--- config.mk ---
export PLATFORM = sky130hd
export DESIGN_NAME = keypad_scan_debounce
export DESIGN_NICKNAME = d
export VERILOG_FILES = /design/src/rtl/core/kpsd_pkg.sv /design/src/rtl/core/kpsd_in_reg.sv /design/src/rtl/core/kpsd_step.sv /design/src/rtl/core/keypad_scan_debounce.sv
export SDC_FILE = /design/constraint.sdc
export NUM_CORES = 1
export LEC_CHECK = 0
export BUFFER_PORTS_ARGS = -buffer_cell sky130_fd_sc_hd__buf_2
export CAP_MARGIN = 20
export CORE_AREA = 2 2 100 78
export CTS_BUF_LIST = sky130_fd_sc_hd__clkbuf_16
export CTS_CLUSTER_DIAMETER = 100
export DETAILED_ROUTE_END_ITERATION = 16
export DIE_AREA = 0 0 102 80
export PLACE_DENSITY = 0.78
export SLEW_MARGIN = 20
export SYNTH_ARGS = -nofsm -noshare
export SYNTH_HDL_FRONTEND = slang
export SYNTH_SLANG_ARGS = --single-unit
--- constraint.sdc ---
create_clock -name clk -period 4.1 [get_ports clk]
set_clock_uncertainty 0.05 [all_clocks]
set_input_delay 0.205 -clock clk [delete_from_list [all_inputs] [get_ports clk]]
set_output_delay 0.205 -clock clk [all_outputs]
set_load 0.02 [all_outputs]
--- src/rtl/core/kpsd_pkg.sv ---
`default_nettype none
// ----------------------------------------------------------------------------
// kpsd_pkg
// Shared types, register indexes and the key map of the keypad scanner.
// ----------------------------------------------------------------------------
package kpsd_pkg;

  // Widths of the item fields
  localparam int unsigned LEVELS_W = 3;
  localparam int unsigned ROW_W    = 2;
  localparam int unsigned CHAR_W   = 7;
  localparam int unsigned COUNT_W  = 8;
  localparam int unsigned NUM_COLS = 3;
  localparam int unsigned NUM_ROWS = 4;

  // Configuration port
  localparam int unsigned CFG_IDX_W  = 2;
  localparam int unsigned CFG_DATA_W = 8;

  localparam logic [CFG_IDX_W-1:0] REG_DEBOUNCE_THRESHOLD = CFG_IDX_W'(0);
  localparam logic [CFG_IDX_W-1:0] REG_IDLE_LIMIT         = CFG_IDX_W'(1);

  localparam logic [COUNT_W-1:0] DEBOUNCE_THRESHOLD_RST = COUNT_W'(6);
  localparam logic [COUNT_W-1:0] IDLE_LIMIT_RST         = COUNT_W'(40);

  // Release code reported when the idle count runs out
  localparam logic [CHAR_W-1:0] CHAR_RELEASE = '0;

  // Live configuration, handed to the step logic
  typedef struct packed {
    logic [COUNT_W-1:0] debounce_threshold;
    logic [COUNT_W-1:0] idle_limit;
  } kpsd_cfg_t;

  // ASCII key map: rows 1-2-3, 4-5-6, 7-8-9, *-0-#
  localparam logic [CHAR_W-1:0] KEY_MAP [NUM_ROWS][NUM_COLS] = '{
    '{7'h31, 7'h32, 7'h33},
    '{7'h34, 7'h35, 7'h36},
    '{7'h37, 7'h38, 7'h39},
    '{7'h2A, 7'h30, 7'h23}
  };

  // Look up the key at a row and a column
  function automatic logic [CHAR_W-1:0] key_lookup(input logic [ROW_W-1:0] row,
                                                   input logic [1:0] col);
    logic [CHAR_W-1:0] ch;
    ch = CHAR_RELEASE;
    case (col)
      2'd0:    ch = KEY_MAP[row][0];
      2'd1:    ch = KEY_MAP[row][1];
      2'd2:    ch = KEY_MAP[row][2];
      default: ch = CHAR_RELEASE;
    endcase
    return ch;
  endfunction

endpackage
`default_nettype wire

--- src/rtl/core/kpsd_in_reg.sv ---
`default_nettype none
// ----------------------------------------------------------------------------
// kpsd_in_reg
// Input register: holds one scan step until the step logic takes it.
// ----------------------------------------------------------------------------
module kpsd_in_reg (
  input  wire logic                           clk,
  input  wire logic                           rst_n,
  input  wire logic                           in_tvalid,
  output logic                                in_tready,
  input  wire logic [kpsd_pkg::LEVELS_W-1:0]  in_levels,
  input  wire logic                           in_tick,
  input  wire logic                           take,
  output logic                                step_valid,
  output logic [kpsd_pkg::LEVELS_W-1:0]       step_levels,
  output logic                                step_tick
);

  logic                          valid_r;
  logic                          valid_nxt;
  logic [kpsd_pkg::LEVELS_W-1:0] levels_r;
  logic                          tick_r;

  // Accept while empty or while the held item leaves this cycle
  assign in_tready = !valid_r || take;

  always_comb begin
    valid_nxt = valid_r;
    if (in_tready) begin
      valid_nxt = in_tvalid;
    end
  end

  // Control flag
  always_ff @(posedge clk) begin
    if (!rst_n) begin
      valid_r <= 1'b0;
    end else begin
      valid_r <= valid_nxt;
    end
  end

  // Payload
  always_ff @(posedge clk) begin
    if (in_tvalid && in_tready) begin
      levels_r <= in_levels;
      tick_r   <= in_tick;
    end
  end

  assign step_valid  = valid_r;
  assign step_levels = levels_r;
  assign step_tick   = tick_r;

endmodule
`default_nettype wire

--- src/rtl/core/kpsd_step.sv ---
`default_nettype none
// ----------------------------------------------------------------------------
// kpsd_step
// Scan state, debounce counters and the result register.
// ----------------------------------------------------------------------------
module kpsd_step (
  input  wire logic                              clk,
  input  wire logic                              rst_n,
  input  wire kpsd_pkg::kpsd_cfg_t               cfg,
  input  wire logic                              step_valid,
  input  wire logic [kpsd_pkg::LEVELS_W-1:0]     step_levels,
  input  wire logic                              step_tick,
  output logic                                   take,
  output logic                                   out_valid,
  input  wire logic                              out_ready,
  output logic [kpsd_pkg::ROW_W-1:0]             out_next_row,
  output logic                                   out_key_event,
  output logic [kpsd_pkg::CHAR_W-1:0]            out_key_char
);

  localparam int unsigned CW = kpsd_pkg::COUNT_W;

  logic [kpsd_pkg::ROW_W-1:0]  row_r, row_nxt;
  logic [CW-1:0]               cnt_r   [kpsd_pkg::NUM_COLS];
  logic [CW-1:0]               cnt_nxt [kpsd_pkg::NUM_COLS];
  logic [CW-1:0]               cnt_inc [kpsd_pkg::NUM_COLS];
  logic [CW-1:0]               idle_r, idle_nxt, idle_inc;
  logic [kpsd_pkg::NUM_COLS-1:0] over;
  logic                        hit;
  logic [1:0]                  hit_col;
  logic                        event_nxt;
  logic [kpsd_pkg::CHAR_W-1:0] char_nxt;

  logic                        out_valid_r, out_valid_nxt;
  logic [kpsd_pkg::ROW_W-1:0]  out_row_r;
  logic                        out_event_r;
  logic [kpsd_pkg::CHAR_W-1:0] out_char_r;

  // Move the held item on when the result register is free
  assign take = step_valid && (!out_valid_r || out_ready);

  // Count a tick on the first high column
  always_comb begin
    cnt_inc[0] = cnt_r[0];
    cnt_inc[1] = cnt_r[1];
    cnt_inc[2] = cnt_r[2];
    idle_inc   = idle_r;
    if (step_tick) begin
      idle_inc = idle_r + CW'(1);
      if (step_levels[0]) begin
        cnt_inc[0] = cnt_r[0] + CW'(1);
      end else if (step_levels[1]) begin
        cnt_inc[1] = cnt_r[1] + CW'(1);
      end else if (step_levels[2]) begin
        cnt_inc[2] = cnt_r[2] + CW'(1);
      end
    end
  end

  // Find the lowest column over threshold
  always_comb begin
    for (int c = 0; c < kpsd_pkg::NUM_COLS; c++) begin
      over[c] = cnt_inc[c] > cfg.debounce_threshold;
    end
    hit     = step_tick && (over != '0);
    hit_col = 2'd0;
    if (over[0]) begin
      hit_col = 2'd0;
    end else if (over[1]) begin
      hit_col = 2'd1;
    end else begin
      hit_col = 2'd2;
    end
  end

  // Report a key, a release, or nothing
  always_comb begin
    cnt_nxt   = cnt_inc;
    idle_nxt  = idle_inc;
    event_nxt = 1'b0;
    char_nxt  = kpsd_pkg::CHAR_RELEASE;
    if (hit) begin
      cnt_nxt   = '{default: '0};
      idle_nxt  = '0;
      event_nxt = 1'b1;
      char_nxt  = kpsd_pkg::key_lookup(row_r, hit_col);
    end else if (step_tick && (idle_inc > cfg.idle_limit)) begin
      idle_nxt  = '0;
      event_nxt = 1'b1;
    end
    row_nxt = row_r + kpsd_pkg::ROW_W'(1);
  end

  // Result register handshake
  always_comb begin
    out_valid_nxt = out_valid_r;
    if (take) begin
      out_valid_nxt = 1'b1;
    end else if (out_ready) begin
      out_valid_nxt = 1'b0;
    end
  end

  // Scan state and output valid
  always_ff @(posedge clk) begin
    if (!rst_n) begin
      row_r       <= '0;
      cnt_r       <= '{default: '0};
      idle_r      <= '0;
      out_valid_r <= 1'b0;
    end else begin
      out_valid_r <= out_valid_nxt;
      if (take) begin
        row_r  <= row_nxt;
        cnt_r  <= cnt_nxt;
        idle_r <= idle_nxt;
      end
    end
  end

  // Result payload
  always_ff @(posedge clk) begin
    if (take) begin
      out_row_r   <= row_nxt;
      out_event_r <= event_nxt;
      out_char_r  <= char_nxt;
    end
  end

  assign out_valid     = out_valid_r;
  assign out_next_row  = out_row_r;
  assign out_key_event = out_event_r;
  assign out_key_char  = out_char_r;

endmodule
`default_nettype wire

--- src/rtl/core/keypad_scan_debounce.sv ---
`default_nettype none
// ----------------------------------------------------------------------------
// keypad_scan_debounce
// Scanner and debouncer for a 4-row by 3-column matrix keypad.
// ----------------------------------------------------------------------------
// Each input item is one scan step: the three column levels sampled while the
// current row is driven, plus a debounce tick flag. Every item gives exactly
// one result item with the row to drive next and, when a key is accepted or
// the idle count runs out, a key event with its ASCII code (0 for release).
// The block takes one item per clock while the result output is not stalled.
// An accepted item is held in the input register and moves into the result
// register when that register is free or its item is being taken. The
// counter update is combinational between the two registers; a stalled
// result holds the input side.
// Write the thresholds only while no item is in flight.
// ----------------------------------------------------------------------------
module keypad_scan_debounce (
  input  wire logic                               clk,
  input  wire logic                               rst_n,
  // Scan step input
  input  wire logic                               in_tvalid,
  output logic                                    in_tready,
  input  wire logic [7:0]                         in_tdata,   // [2:0] column_levels
  input  wire logic                               in_tuser,   // [0] tick
  // Result output
  output logic                                    out_tvalid,
  input  wire logic                               out_tready,
  output logic [15:0]                             out_tdata,  // [1:0] next_row,
                                                              // [8:2] key_char
  output logic                                    out_tuser,  // [0] key_event
  // Configuration writes
  input  wire logic                               cfg_valid,
  output logic                                    cfg_ready,
  input  wire logic [kpsd_pkg::CFG_IDX_W-1:0]     cfg_index,
  input  wire logic [kpsd_pkg::CFG_DATA_W-1:0]    cfg_data
);

  kpsd_pkg::kpsd_cfg_t                 cfg_r;
  logic                                take;
  logic                                step_valid;
  logic [kpsd_pkg::LEVELS_W-1:0]       step_levels;
  logic                                step_tick;
  logic [kpsd_pkg::ROW_W-1:0]          next_row;
  logic                                key_event;
  logic [kpsd_pkg::CHAR_W-1:0]         key_char;

  assign cfg_ready = 1'b1;

  // Configuration registers; unknown indexes drop the write
  always_ff @(posedge clk) begin
    if (!rst_n) begin
      cfg_r.debounce_threshold <= kpsd_pkg::DEBOUNCE_THRESHOLD_RST;
      cfg_r.idle_limit         <= kpsd_pkg::IDLE_LIMIT_RST;
    end else if (cfg_valid && cfg_ready) begin
      unique case (cfg_index)
        kpsd_pkg::REG_DEBOUNCE_THRESHOLD: cfg_r.debounce_threshold <= cfg_data;
        kpsd_pkg::REG_IDLE_LIMIT:         cfg_r.idle_limit         <= cfg_data;
        default: ;
      endcase
    end
  end

  kpsd_in_reg u_in_reg (
    .clk         (clk),
    .rst_n       (rst_n),
    .in_tvalid   (in_tvalid),
    .in_tready   (in_tready),
    .in_levels   (in_tdata[kpsd_pkg::LEVELS_W-1:0]),
    .in_tick     (in_tuser),
    .take        (take),
    .step_valid  (step_valid),
    .step_levels (step_levels),
    .step_tick   (step_tick)
  );

  kpsd_step u_step (
    .clk           (clk),
    .rst_n         (rst_n),
    .cfg           (cfg_r),
    .step_valid    (step_valid),
    .step_levels   (step_levels),
    .step_tick     (step_tick),
    .take          (take),
    .out_valid     (out_tvalid),
    .out_ready     (out_tready),
    .out_next_row  (next_row),
    .out_key_event (key_event),
    .out_key_char  (key_char)
  );

  // Pack the result item
  assign out_tdata = {7'd0, key_char, next_row};
  assign out_tuser = key_event;

endmodule
`default_nettype wire
# [Yosys cells after proc, flatten, opt, wreduce, memory -nomap -nowiden]
# Cells that the tools add are included.
[totals] reg_bits=66 inputBits=24
[classes] add_sub_neg=5 magnitude_cmp=5 eq_ne=3 muxes=19 bitwise_logic=1 n_reduce_logical=14
[ops] operator="$mux W8" count=7
[ops] operator="$mux W24" count=2
[ops] operator="$bmux W21 S2" count=1
[ops] operator="$mux W21" count=2
[ops] operator="$add A8 B1 Y8 const B" count=4
[ops] operator="$gt A8 B8 Y1" count=4
[ops] operator="$pmux W7 S3" count=1
[ops] operator="$mux W16" count=1
[ops] operator="$eq A2 B1 Y1 const B" count=2
[ops] operator="$logic_and A1 B1 Y1" count=4
[ops] operator="$logic_not A2 Y1" count=2
[ops] operator="$mux W2" count=2
[ops] operator="$reduce_and A2 Y1" count=2
[ops] operator="$ge A3 B3 Y1 const B" count=1
[ops] operator="$mux W1" count=3
[ops] operator="$not A2 Y3" count=1
[ops] operator="$reduce_bool A3 Y1" count=1
[ops] operator="$add A2 B1 Y2 const B" count=1
[ops] operator="$eq A2 B2 Y1 const B" count=1
[ops] operator="$logic_not A1 Y1" count=2
[ops] operator="$logic_or A1 B1 Y1" count=2
[ops] operator="$reduce_bool A2 Y1" count=1

# [Longest topological paths before layout]
[depth] word_depth=10 mapped_depth=14 mapped_depth_nobuf=12

# [Modules after synthesis]
# A second synthesis with hierarchy kept.
[hier_totals] cells_unflattened=460 area_unflattened_um2=4259.1
[modules_own_cells] mod="kpsd_step" instances=1 cells_per_inst=375 area_each_um2=3363.2
[modules_own_cells] mod="keypad_scan_debounce" instances=1 cells_per_inst=76 area_each_um2=718.2
[modules_own_cells] mod="kpsd_in_reg" instances=1 cells_per_inst=9 area_each_um2=177.7

# [Worst setup path after synthesis]
# No wires, ideal clock.
[synth_timing] path_type="register -> register" from="register u_in_reg.levels_r (netlist bit u_in_reg.step_levels[0])" to="register u_step.out_char_r (netlist bit u_step.out_key_char[0]) (data pin)" setup_time_ns=0.184 t_arrival_ns=2.754 required_ns=3.866 slack_ns=1.112 stages_incl_launch_ff=14 path_buffers=2 synth_period_minus_slack_ns=2.988 path_cell_list="edfxtp_1 and4bb_2 buf_4 and3_1 nand2_1 xnor2_1 ha_1 and4b_1 a211oi_1 o221a_1 o211a_1 buf_6 and2_4 a2111oi_4"
[synth_between] elab_chain_len=7
[synth_rtl] element="start: declaration" line_no="kpsd_in_reg.sv:21" rtl="logic [kpsd_pkg::LEVELS_W-1:0] levels_r;"
[synth_rtl] element="start signal: assignment" line_no="kpsd_in_reg.sv:46" rtl="levels_r <= in_levels;"
[synth_rtl] element="$mux W16" line_no="kpsd_step.sv:50" rtl="if (step_levels[0]) begin"
[synth_rtl] element="$mux W24 (*)" line_no="kpsd_step.sv:48" rtl="if (step_tick) begin"
[synth_rtl] element="$gt A8 B8 Y1" line_no="kpsd_step.sv:63" rtl="over[c] = cnt_inc[c] > cfg.debounce_threshold;"
[synth_rtl] element="$mux W2" line_no="kpsd_step.sv:69" rtl="end else if (over[1]) begin"
[synth_rtl] element="$mux W2" line_no="kpsd_step.sv:67" rtl="if (over[0]) begin"
[synth_rtl] element="$eq A2 B2 Y1 (tied with other cells)" line_no="kpsd_pkg.sv:48" rtl="case (col)"
[synth_rtl] element="$pmux W7 S3" line_no="kpsd_pkg.sv:48"
[synth_rtl] element="end signal: assignment" line_no="kpsd_step.sv:126" rtl="out_char_r <= char_nxt;"
[synth_rtl] element="end: declaration" line_no="kpsd_step.sv:37" rtl="logic [kpsd_pkg::CHAR_W-1:0] out_char_r;"
# Mark *: on every way between the ends. The rest lies on a longest branch, timed or not.
# A chain may end at the register's enable or synchronous reset.

# [Final worst setup path]
[layout_timing] from="register u_in_reg.levels_r (netlist bit u_in_reg.step_levels[0])" to="register u_step.cnt_r[9] (netlist bit)"
[layout_between] elab_chain_len=6
[layout_rtl] element="$mux W8 or $mux W16 (tied branches)" line_no="kpsd_step.sv:50"
[layout_rtl] element="$mux W24 (*)" line_no="kpsd_step.sv:48"
[layout_rtl] element="$gt A8 B8 Y1" line_no="kpsd_step.sv:63"
[layout_rtl] element="$reduce_bool A3 Y1" line_no="kpsd_step.sv:65" rtl="hit = step_tick && (over != '0);"
[layout_rtl] element="$logic_and A1 B1 Y1" line_no="kpsd_step.sv:65"
[layout_rtl] element="$mux W24 (*)" line_no="kpsd_step.sv:82" rtl="if (hit) begin"
[layout_rtl] element="end signal: assignment" line_no="kpsd_step.sv:115" rtl="cnt_r <= cnt_nxt;"
[layout_rtl] element="end: declaration" line_no="kpsd_step.sv:24" rtl="logic [CW-1:0] cnt_r [kpsd_pkg::NUM_COLS];"
# Marks and branches as above.

==> results.toml <==
[placed_design]
dp_hpwl_um = 5989
numPortBuffers = 29
gp_congestion = 0.8155

[setup_path]
end_kind = "flop"
critical_path_class = "reg -> reg"
critical_path.reg2reg.startpoint = "u_in_reg.step_levels[0]$_DFFE_PP_"
cp_max_fo = 24
r2r_setup_slack_ns = 0.51
startpoint = "u_in_reg.step_levels[0]$_DFFE_PP_"
arrival_ns = 3.71
cp.required_ns = 4.23
crit_path_start_kind = "flop"
rr_worst_depth = 11
rr_endpoint = "u_step.cnt_r[9]$_SDFFE_PN0P_"
critical_path.endpoint = "u_step.cnt_r[9]$_SDFFE_PN0P_"

[grt]
overflow = 0
grt_max_degree = 35
antenna_found_initial = 0
grt_pass1_wl_um = 13900
grt_usage_pct = 21.96
grt_pass1_vias = 3040

[synthesis]
yosysUniqueCellTypes = 52
synth-main-ff-cell = "dfxtp_1"
synthArstFlopShare_pct = 0
yosys.area.top_type_share_pct = 25.41
yosys_register_bits = 65
syn_area_per_cell_um2 = 9.063
yosysWarnings = 0
yosysTopAreaCell = "dfxtp_1"
ys_seq_area_share_pct = 34.94
synth_edf_count = 13
syn_area_um2 = 4096
netlist_top_cells_area = "dfxtp_1, ha_1, edfxtp_1"
synth_cells = 452

[timing]
finalCriticalPeriod_ns = 3.588
maxSlewViolCount = 0
hold_viol = 0
clock.fmax_mhz = 278.7
fin_setup_tns_ns = 0
relSlewSlack_pct = 41.60
rsz0062_at_grt = "false"
finalCritPeriodShare_pct = 87.51
setup_viol = 0
tightest_slew_ns = 0.8741

[cells_and_area]
drive_above_1_share_pct = 14.05
multiInputGateArea_um2 = 2437
diodes = 0
area_growth_syn_to_layout_pct = 12.43
n_fill_cell = 608
nets = 543
seqCellArea_um2 = 1431

[routing]
wl_met1_um = 3930
drt_wl_total_um = 8422
ant_nets = 0
drt-initial-drc-count = 189
drc = 0
vias = 3218
via_per_inst = 5.501
dr.pass1.iters = 4
routed.top_layer = "met4"
dr_wl_met2_um = 3980
wl_per_cell_um = 14.40
wl_met3_um = 450

[floorplanning]
dieArea_um2 = 8160
ios = 44
initial_core_util_pct = 57.20
die_x_um = 102
die_y_um = 80
core_um2 = 7162
rows = 27

[clock_network]
post_cts_resized = 0
htree_levels = 3
cts_made_buffers = 9
root_buffer = "clkbuf_16"
clk-insertion-delay-late_ns = 0.33
clockBufferDepth = 2
clkTransAtPathRegs_ns = 0.05
clock_sinks = 65
cts_tree = "done"

[power_and_ir_drop]
power_w = 0.001631
worst_ir_drop_vdd_v = 0.0002589
p_per_area_nw_per_um2 = 354.1
p_leak_nw = 1.937

[worst_hold_path]
hold_class = "in -> reg"

[run]
max-cap-violations = 0

[outcome]
status = "finished, final reports clean"
state kept, by name (all words and copies together) (netlist names):
| register | count |
|---|---|
| cfg_r | 16 |
| u_in_reg.step_levels | 3 |
| u_in_reg.step_tick | 1 |
| u_in_reg.step_valid | 1 |
| u_step.cnt_r | 24 |
| u_step.idle_r | 8 |
| u_step.out_key_char | 6 |
| u_step.out_key_event | 1 |
| u_step.out_next_row | 2 |
| u_step.out_valid | 1 |
| u_step.row_r | 2 |
power breakdown:
group	total (W)	switching (W)	leakage, nW	internal (W)
clock network	0.000798	0.000272	0.156	0.000526
registers	0.000683	0.0000114	0.544	0.000672
logic	0.000150	0.0000956	1.24	0.0000540
area by class of cell:
class | count | share of cell area [%]
well taps | 101 | 2.744
clock buffers | 9 | 4.890
multi-input cells | 345 | 52.92
repair buffers | 38 | 4.836
clock inverters | 7 | 1.902
inverters | 20 | 1.630
flip-flops and latches | 65 | 31.08
layer usage:
metal | vias up | GRT usage (%)
met4 | 0 | 4.933
met1 | 1512 | 28.56
li1 | 1623 | -
met5 | - | 0
met3 | 7 | 6.655
met2 | 76 | 35.92
cell families after synthesis:
group	after synthesis	synth area share, %
and+or+nand+nor	174	22.08
DFF	65	34.94
AOI/OAI and AO/OA	59	10.45
xor gates and xnor gates	51	10.90
buffers and inverters	49	6.200
adders and majority gates	40	12.22
muxes	12	3.024
other	2	0.1833
stage by stage:
stage | area, um2 | hold WS, ns | cells | util (%) | worst slack, ns
after floorplan | 4123 | 0.2539 | 459 | - | 1.112
after global placement | 4253 | 0.3313 | 565 | 59.38 | 0.5745
after detailed placement | 4253 | 0.3331 | 565 | 59.38 | 0.5495
after CTS | 4606 | 0.04214 | 585 | 64.31 | 0.5385
after global routing | 4606 | 0.04695 | 585 | 64.31 | 0.1930
final | 4606 | 0.04884 | 585 | 64.31 | 0.5120
cells in the mapped netlist, types with 4 or more instances:
master     n
o211ai_1   4
inv_1     18
and3_1     5
nor2_1    45
nor3_1    15
nor3_2    10
a21oi_1   25
nor2b_1    4
dfxtp_1   52
xor2_1    27
edfxtp_1  13
o21ai_0   10
buf_4     10
nand2_1   37
xnor2_1   24
mux2i_1    9
clkbuf_1  12
buf_6      4
nand4_1   19
nand3_1   19
ha_1      40
a31oi_1    4
timing repair:
action,in CTS,in global routing
hold endpoints to repair,4,0
hold buffers,4,0
setup buffers,0,0
cell usage in the layout, fill, tap and decap left out, drive strengths merged, types with 2 or more instances in the layout:
cell type    Yosys  routed
nand3b           3       3
clkbuf          13       9
conb             2       9
a211oi           2       2
nor3            25      25
nor3b            2       2
xnor2           24      24
dlygate4sd3      0       4
mux2i            9       9
inv             18      20
xor2            27      27
nor4             3       3
o21ai           10      10
nor2b            4       4
dfxtp           52      52
and4             2       2
edfxtp          13      13
nor2            45      45
mux2             3       3
a21oi           26      26
nand3           19      19
a2111oi          2       2
nand2b           2       2
clkinv           2       4
o211ai           5       5
ha              40      40
bufinv           0       2
buf             16      34
nand4           19      19
and2             4       4
nand2           37      37
and3             5       5
a31oi            4       4
o211a            2       2
worst max-delay path, stage by stage, from the launching register on:
cell and delay [ns]:
edfxtp_1 0.42, nand3b_1 0.29, nor3_1 0.39, and3_1 0.25, xor2_1 0.16, ha_1 0.27, nand4_1 0.14, nor2_1 0.06
a211o_1 0.27, o211a_1 0.25, a21oi_4 0.75, nor4_1 0.12
worst min path at each step:
stage	startpoint	end	slack (ns)	cells past startpoint
finish	in_tvalid	u_in_reg.step_valid$_SDFFE_PN0N_	0.05	3
global route	in_tvalid	u_in_reg.step_valid$_SDFFE_PN0N_	0.05	3
floorplan	in_tdata[0]	u_in_reg.step_levels[0]$_DFFE_PP_	0.25	0
detailed placement	in_tdata[2]	u_in_reg.step_levels[2]$_DFFE_PP_	0.33	1
global placement	in_tdata[0]	u_in_reg.step_levels[0]$_DFFE_PP_	0.33	1
CTS	in_tvalid	u_in_reg.step_valid$_SDFFE_PN0N_	0.04	3
Note: power is estimated with default switching activity, not from simulation.
